### src/design/pointer_shake_detector_defines.svh
// Assertion helpers shared by the RTL. Each expects clk and rst_n in scope.
`ifndef POINTER_SHAKE_DETECTOR_DEFINES_SVH
`define POINTER_SHAKE_DETECTOR_DEFINES_SVH

// Condition that holds at every clock edge out of reset.
`define PSD_ASSERT_ALWAYS(label, cond, msg) \
  label: assert property (@(posedge clk) disable iff (!rst_n) (cond)) else $error(msg);

// Consequence in the same cycle.
`define PSD_ASSERT_IMP(label, ante, cons, msg) \
  label: assert property (@(posedge clk) disable iff (!rst_n) (ante) |-> (cons)) \
    else $error(msg);

// Consequence in the next cycle.
`define PSD_ASSERT_NEXT(label, ante, cons, msg) \
  label: assert property (@(posedge clk) disable iff (!rst_n) (ante) |=> (cons)) \
    else $error(msg);

`endif

### src/design/psd_pkg.sv
package psd_pkg;

  localparam int HISTORY_DEPTH = 64;
  localparam int COORD_WIDTH   = 20;

  localparam int SLOT_W  = $clog2(HISTORY_DEPTH);
  localparam int CNT_W   = $clog2(HISTORY_DEPTH + 1);
  localparam int MAG_W   = COORD_WIDTH;
  localparam int ROOT_W  = MAG_W + 1;
  localparam int RAD_W   = 2 * ROOT_W;
  localparam int STEP_W  = $clog2(ROOT_W);
  localparam int TRAIL_W = ROOT_W + SLOT_W;
  localparam int PROD_W  = ROOT_W + 4;
  localparam int CMP_W   = (TRAIL_W > PROD_W) ? TRAIL_W : PROD_W;

  localparam int CFG_ADDR_W = 4;
  localparam int CFG_DATA_W = 32;

  typedef enum logic [1:0] {
    REG_WINDOW    = 2'd0,
    REG_MIN_DIAG  = 2'd1,
    REG_RATIO     = 2'd2,
    REG_TOLERANCE = 2'd3
  } reg_idx_t;

  localparam logic [15:0] WINDOW_RST    = 16'd500;
  localparam logic [19:0] MIN_DIAG_RST  = 20'd1600;
  localparam logic [3:0]  RATIO_RST     = 4'd4;
  localparam logic [7:0]  TOLERANCE_RST = 8'd16;

  typedef logic signed [COORD_WIDTH-1:0] coord_t;
  typedef logic [SLOT_W-1:0] slot_t;

  typedef struct packed {
    coord_t      x;
    coord_t      y;
    logic [31:0] stamp;
  } hist_ent_t;

  typedef enum logic [3:0] {
    ST_IDLE,
    ST_AGE_RQ,
    ST_AGE_CK,
    ST_MRG_RQ1,
    ST_MRG_RQ2,
    ST_MRG_CK,
    ST_APPEND,
    ST_WALK_RQ,
    ST_WALK_DAT,
    ST_WALK_WAIT,
    ST_DIAG_GO,
    ST_DIAG_WAIT,
    ST_RESULT
  } psd_state_t;

  typedef enum logic [1:0] {
    HY_IDLE,
    HY_MUL_A,
    HY_MUL_B,
    HY_ROOT
  } hyp_state_t;

  typedef struct packed {
    logic busy;
    logic done;
  } hyp_stat_t;

  function automatic slot_t slot_inc(slot_t s);
    slot_t r;
    if (s == slot_t'(HISTORY_DEPTH - 1)) begin
      r = '0;
    end else begin
      r = s + slot_t'(1);
    end
    return r;
  endfunction

  function automatic slot_t slot_dec(slot_t s);
    slot_t r;
    if (s == '0) begin
      r = slot_t'(HISTORY_DEPTH - 1);
    end else begin
      r = s - slot_t'(1);
    end
    return r;
  endfunction

endpackage

### src/design/psd_hypot.sv
module psd_hypot (
  input  logic                             clk,
  input  logic                             rst_n,
  input  logic                             start,
  input  logic [psd_pkg::MAG_W-1:0]        op_a,
  input  logic [psd_pkg::MAG_W-1:0]        op_b,
  output psd_pkg::hyp_stat_t               stat,
  output logic [psd_pkg::ROOT_W-1:0]       root
);

  localparam int RW = psd_pkg::ROOT_W;

  psd_pkg::hyp_state_t state_r, state_nxt;
  logic [psd_pkg::MAG_W-1:0]    a_r, b_r;
  logic [2*psd_pkg::MAG_W-1:0]  prod_r;
  logic [psd_pkg::RAD_W-1:0]    rad_r;
  logic [RW-1:0]                root_r;
  logic [RW:0]                  rem_r;
  logic [psd_pkg::STEP_W-1:0]   step_r;
  logic                         done_r;

  logic [psd_pkg::MAG_W-1:0]    mul_op;
  logic [2*psd_pkg::MAG_W-1:0]  mul_res;
  logic [RW+2:0]                rem_sh, trial, rem_diff;
  logic                         take;

  assign mul_op   = (state_r == psd_pkg::HY_MUL_A) ? a_r : b_r;
  assign mul_res  = mul_op * mul_op;
  assign rem_sh   = {rem_r, rad_r[psd_pkg::RAD_W-1 -: 2]};
  assign trial    = {1'b0, root_r, 2'b01};
  assign rem_diff = rem_sh - trial;
  assign take     = (rem_sh >= trial);

  always_comb begin
    state_nxt = state_r;
    case (state_r)
      psd_pkg::HY_IDLE:  if (start) state_nxt = psd_pkg::HY_MUL_A;
      psd_pkg::HY_MUL_A: state_nxt = psd_pkg::HY_MUL_B;
      psd_pkg::HY_MUL_B: state_nxt = psd_pkg::HY_ROOT;
      psd_pkg::HY_ROOT:  if (step_r == '0) state_nxt = psd_pkg::HY_IDLE;
      default:           state_nxt = psd_pkg::HY_IDLE;
    endcase
  end

  always_comb begin
    stat.busy = (state_r != psd_pkg::HY_IDLE);
    stat.done = done_r;
    root      = root_r;
  end

  always_ff @(posedge clk) begin
    if (!rst_n) begin
      state_r <= psd_pkg::HY_IDLE;
      done_r  <= 1'b0;
    end else begin
      state_r <= state_nxt;
      done_r  <= (state_r == psd_pkg::HY_ROOT) && (step_r == '0);
    end
  end

  always_ff @(posedge clk) begin
    case (state_r)
      psd_pkg::HY_IDLE: begin
        a_r <= op_a;
        b_r <= op_b;
      end
      psd_pkg::HY_MUL_A: prod_r <= mul_res;
      psd_pkg::HY_MUL_B: begin
        rad_r  <= psd_pkg::RAD_W'(prod_r) + psd_pkg::RAD_W'(mul_res);
        root_r <= '0;
        rem_r  <= '0;
        step_r <= psd_pkg::STEP_W'(RW - 1);
      end
      psd_pkg::HY_ROOT: begin
        // One radicand bit pair per cycle, restoring method.
        rad_r  <= rad_r << 2;
        step_r <= step_r - psd_pkg::STEP_W'(1);
        if (take) begin
          rem_r  <= rem_diff[RW:0];
          root_r <= {root_r[RW-2:0], 1'b1};
        end else begin
          rem_r  <= rem_sh[RW:0];
          root_r <= {root_r[RW-2:0], 1'b0};
        end
      end
      default: ;
    endcase
  end

endmodule

### config.mk
export PLATFORM = sky130hd
export DESIGN_NAME = psd_hypot
export DESIGN_NICKNAME = d
export VERILOG_FILES = /design/src/design/pointer_shake_detector_defines.svh /design/src/design/psd_pkg.sv /design/src/design/psd_hypot.sv
export SDC_FILE = /design/constraint.sdc
export NUM_CORES = 1
export LEC_CHECK = 0
export ABC_AREA = 1
export BUFFER_PORTS_ARGS = -buffer_cell sky130_fd_sc_hd__buf_2
export CORE_UTILIZATION = 25
export CTS_CLUSTER_SIZE = 12
export DETAILED_ROUTE_END_ITERATION = 6
export SLEW_MARGIN = 20
export SYNTH_ARGS = -nofsm -noshare
export SYNTH_HDL_FRONTEND = slang
export SYNTH_SLANG_ARGS = --single-unit
### constraint.sdc
create_clock -name clk -period 23.5 [get_ports clk]
set_clock_uncertainty 0.05 [all_clocks]
set_input_delay 1.175 -clock clk [delete_from_list [all_inputs] [get_ports clk]]
set_output_delay 1.175 -clock clk [all_outputs]
set_load 0.02 [all_outputs]
# == Yosys cells after proc, flatten, opt, wreduce, memory -nomap -nowiden ==
# Index checks and enable logic that the tools add are counted.
# totals
regBits,173
latch_bits,0
ramBits,0
mem_bits_ro,0
inputBits,43
out_inout_bits,23
elab_cells,35
n_memories,0
# op_classes
add_sub_neg,3
n_mul,1
div_mod_pow,0
magnitude_cmp,1
n_eq_ne,5
shift,0
n_mux,10
bitwise,0
reduce_logical,6
# op_table
cell,n
one-hot mux 42 bit (2 select lines),1
one-hot mux 22 bit (2 select lines),1
one-hot mux 21 bit (2 select lines),1
adder 40 x 40 -> 41 bit,1
multiplier 20 x 20 -> 40 bit,1
greater-or-equal comparator 24 x 23 -> 1 bit,1
two-way mux 22 bit,1
subtractor 22 bit,1
two-way mux 20 bit,1
one-hot mux 5 bit (2 select lines),1
one-hot mux 2 bit (4 select lines),1
zero test 5 bit,1
subtractor 5 x 1 -> 5 bit (second input constant),1
equality test 2 bit (second input constant),2
two-way mux 2 bit,2
nonzero test 2 bit,2
equality test 2 x 1 -> 1 bit (second input constant),1
zero test 2 bit,1
!= test 2 x 1 -> 1 bit (second input constant),1
!= test 2 bit (second input constant),1
AND reduction 2 bit,1
logical AND 1 bit,1
two-way mux 1 bit,1

# == Logic depth before layout (Yosys ltp) ==
# depth
depth_word,5
mapped_depth,46
mapped_depth_nobuf,43

# == Worst setup path after synthesis ==
# No wires, ideal clock.
# synth_path
path_kind,reg-to-reg
startpoint,register state_r[1]
endpoint,"register rad_r[29] (netlist name), data pin"
setup_ps,254
arrival_time_ps,8537
t_required_ps,23196
path_slack_ps,14659
stages_incl_launch_ff,41
path_buffers,2
period_less_slack_ps,8841
cell_sequence,dfxtp_1 inv_1 ha_1 buf_6 nand2_1 o21ai_2 buf_1 nand2_1 fa_1 inv_1 fa_1 inv_1 fa_1 inv_1 fa_1 inv_1 fa_1 inv_1 [... 5 more ...] a21oi_1 o21ai_0 a21oi_1 nand2_1 a21oi_1 xnor2_1 ha_1 nand2_1 nor2_1 inv_1 nor2_1 nand3b_1 nand3_1 nand2_1 nand2_1 nand2_1 nand3_1 nand2_1
# synth_between
elab_chain_cells,5
elab_cells_between_ends,7
classes_between,add/sub: 1; mul: 1; eq/ne: 3; mux: 2
# synth_lines
element,line,rtl
"start, declared",psd_hypot.sv:13,"psd_pkg::hyp_state_t state_r, state_nxt;"
"start signal, assigned",psd_hypot.sv:53,state_r <= psd_pkg::HY_IDLE;
"start signal, assigned",psd_hypot.sv:56,state_r <= state_nxt;
equality test 2 x 1 -> 1 bit,psd_hypot.sv:27,assign mul_op = (state_r == psd_pkg::HY_MUL_A) ? a_r : b_r;
two-way mux 20 bit,psd_hypot.sv:27,
multiplier 20 x 20 -> 40 bit,psd_hypot.sv:28,assign mul_res = mul_op * mul_op;
named net mul_res (one bit),psd_hypot.sv:23,logic [2*psd_pkg::MAG_W-1:0] mul_res;
adder 40 x 40 -> 41 bit,psd_hypot.sv:69,rad_r <= psd_pkg::RAD_W'(prod_r) + psd_pkg::RAD_W'(mul_res);
one-hot mux 42 bit (2 select lines),psd_hypot.sv:62,case (state_r)
"end signal, assigned",psd_hypot.sv:69,
"end signal, assigned",psd_hypot.sv:76,rad_r <= rad_r << 2;
"end, declared",psd_hypot.sv:16,logic [psd_pkg::RAD_W-1:0] rad_r;
# The timed path passes the listed nets, and every way through them passes these cells.
# A chain may end at the register's enable or synchronous reset.

# == Worst setup path after layout ==
# layout_path
startpoint,register state_r[1]
endpoint,"register rad_r[22] (netlist name), data pin"
# The elaborated chain is that of the path after synthesis.

==> qor.csv <==
stage,metric,value,unit
global_routing,grtUsageMet3,1.85,%
global_routing,use_met2,20.3,%
sta,finalSetupViolations,0,
cells_and_area,diodes,0,
setup_path,cp_max_fo,37,
min_path,hold_class,register to register,
cells_and_area,drive_above_1_share,6.55,%
synth,yosysUniqueCellTypes,46,
route,drtIter0Drc,1026,
clock_tree,cts_tree,done,
floorplan,pin_count,66,
setup_path,cp.arrival,9.69,ns
synth,synth_warnings,0,
global_routing,grt-ovfl-total,0,
synth,ys.flop_type,edfxtp_1,
route,drc,0,
route,detail-route-antenna-nets,0,
sta,max_slew.worst_pin.slew,0.948,ns
floorplan,start_util,25.3,%
cells_and_area,final_nets,3394,
global_routing,antenna_found_initial,1,
clock_tree,clkSinkCount,172,
cells_and_area,syn_to_final_growth,9.59,%
floorplan,die_h,304,µm
synth,synth_area_per_cell,8.12,µm²
synth,syn_inst,2811,
synth,synth-edff-count,169,
clock_tree,postCtsHoldBufs,0,
route,vias,17500,
synth,synth_nets,3349,
setup_path,critical_path_class,register to register,
placed_design,gp_congestion,0.930,
sta,rsz0062_at_grt,false,
clock_tree,post_cts_buffers,0,
setup_path,crit_top_cell,fa_1,
global_routing,use_met1,16.8,%
sta,slew_violations,0,
sta,hold_viol,0,
route,wl_per_cell,13.6,µm
synth,syn_area,0.0228,mm²
floorplan,chipWidth,304,µm
floorplan,num_rows,110,
placed_design,dp_hpwl,45700,µm
sta,tns,0,ns
route,dr.pass1.iters,6,
global_routing,grt_max_degree,89,
sta,slew_headroom,36.6,%
global_routing,grt_pass1_vias,17900,
setup_path,cp-end-kind,register,
floorplan,dieArea,0.0926,mm²
clock_tree,clk_latency,0.47,ns
synth,ys_ff_latch,172,
setup_path,crit_path_start_kind,register,
global_routing,grt_usage,12.3,%
global_routing,grt_busiest_layer,met2,
clock_tree,clkTransAtPathRegs,0.09,ns
clock_tree,clockRootBuffer,clkbuf_16,
clock_tree,cts_resized,0,
flow_run,cap_violations,0,
clock_tree,cts.path.max_buffers,2,
sta,period_needed,9.56,ns
setup_path,max_stage_delay,0.77,ns
synth,ys_seq_area_share,22.5,%
clock_tree,cts_buffers,17,
clock_tree,htree_levels,4,
floorplan,fp.coreArea,0.0903,mm²
route,wl,55100,µm
synth,async_reset_ff_share,0,%
sta,max_freq,105,MHz
setup_path,cp_slowest_cell,o21ai_2,
status,status,"complete, no violations",
global_routing,grt_first_pass_wirelength,91900,µm
placed_design,port_buffers,65,
sta,finalCritPeriodShare,40.7,%
route,vias_per_cell,4.32,
setup_path,r2r_slack,13.94,ns
setup_path,critPathRequiredTime,23.63,ns
[critical path, delay by kind of cell, from the launching register on]
kind            cells  cell delay (ns)
fa+ha+maj          10             4.52
compound gates      6             1.80
simple gates        7             1.32
buf+inv             7             0.77
flops               1             0.40
xor+xnor            2             0.33
[stage by stage]
| stage | hold WS, ns | area [µm²] | cells | utilization (%) | worst slack, ns |
|---|---|---|---|---|---|
| global placement | 0.452 | 24400 | 4013 | 27.0 | 14.01 |
| finish | 0.473 | 25000 | 4045 | 27.7 | 13.94 |
| floorplan | 0.431 | 22800 | 2811 | - | 14.66 |
| CTS | 0.478 | 25000 | 4045 | 27.7 | 13.96 |
| detailed placement | 0.461 | 24400 | 4013 | 27.0 | 14.02 |
| global route | 0.508 | 25000 | 4045 | 27.7 | 13.34 |
[state kept, by name, indices dropped and copies added, names as in the netlist]
| name | cells |
|---|---|
| step_r | 5 |
| a_r | 20 |
| b_r | 20 |
| state_r | 2 |
| rad_r | 42 |
| rem_r | 22 |
| prod_r | 39 |
| root | 21 |
| done_r | 1 |
[synth_stat cells (10+ instances only)]
library cell,number,area (µm²)
buf_2,11,55.1
inv_1,622,2330
nand2_1,657,2470
ha_1,215,2690
a21oi_1,120,601
nor3_1,28,140
edfxtp_1,169,5070
o21ai_0,88,440
nand3_1,106,531
clkbuf_1,13,48.8
fa_1,280,5610
nand4_1,10,62.6
inv_2,15,56.3
nand2_2,13,81.3
nor2_1,286,1070
xnor2_1,31,272
nor2_2,13,81.3
buf_6,11,124
xor2_1,31,272
o21ai_2,13,114
[cells in the final DEF, fill, tap and decap left out, types with 65 or more instances in the layout]
cell      netlist  final
a21oi_1       120    120
buf_2          11     65
edfxtp_1      169    169
fa_1          280    280
ha_1          215    212
inv_1         622    622
nand2_1       657    657
nand3_1       106    106
nor2_1        286    286
o21ai_0        88     88
[area by class of cell]
cell class                 instances  area, µm²
multi-input combinational       1955      15000
clock buffer                      17        425
sequential                       172       5130
tap                             1176       1470
fill                            9771      65300
clock inverter                    15        198
timing repair buffer              71        374
inverter                         639       2400
[final timing paths]
check,from,endpoint,cells past startpoint
setup reg to reg,state_r[1]$_SDFFE_PN0P_,rad_r[22]$_DFFE_PP_,32
hold / removal,rad_r[23]$_DFFE_PP_,rad_r[25]$_DFFE_PP_,2
hold reg to reg,rad_r[23]$_DFFE_PP_,rad_r[25]$_DFFE_PP_,2
setup / recovery,state_r[1]$_SDFFE_PN0P_,rad_r[22]$_DFFE_PP_,32
[cells by family (layout without fill, tap and decap cells)]
| family | count (synthesis) | count (layout) | share of synthesized area (%) |
|---|---|---|---|
| xor+xnor | 62 | 62 | 2.38 |
| buf+inv | 684 | 742 | 11.9 |
| flops | 172 | 172 | 22.5 |
| simple gates | 1141 | 1141 | 20.5 |
| fa+ha+maj | 495 | 495 | 36.3 |
| compound gates | 257 | 257 | 6.48 |
[layer usage]
metal	share of wire, %	vias up
met5	0	-
met4	2.2	0
met3	3.8	79
met2	45	378
met1	49	8266
li1	-	8747
Power is not shown: default switching activity piles up to over one toggle a cycle in this logic, so the estimate is an artifact.
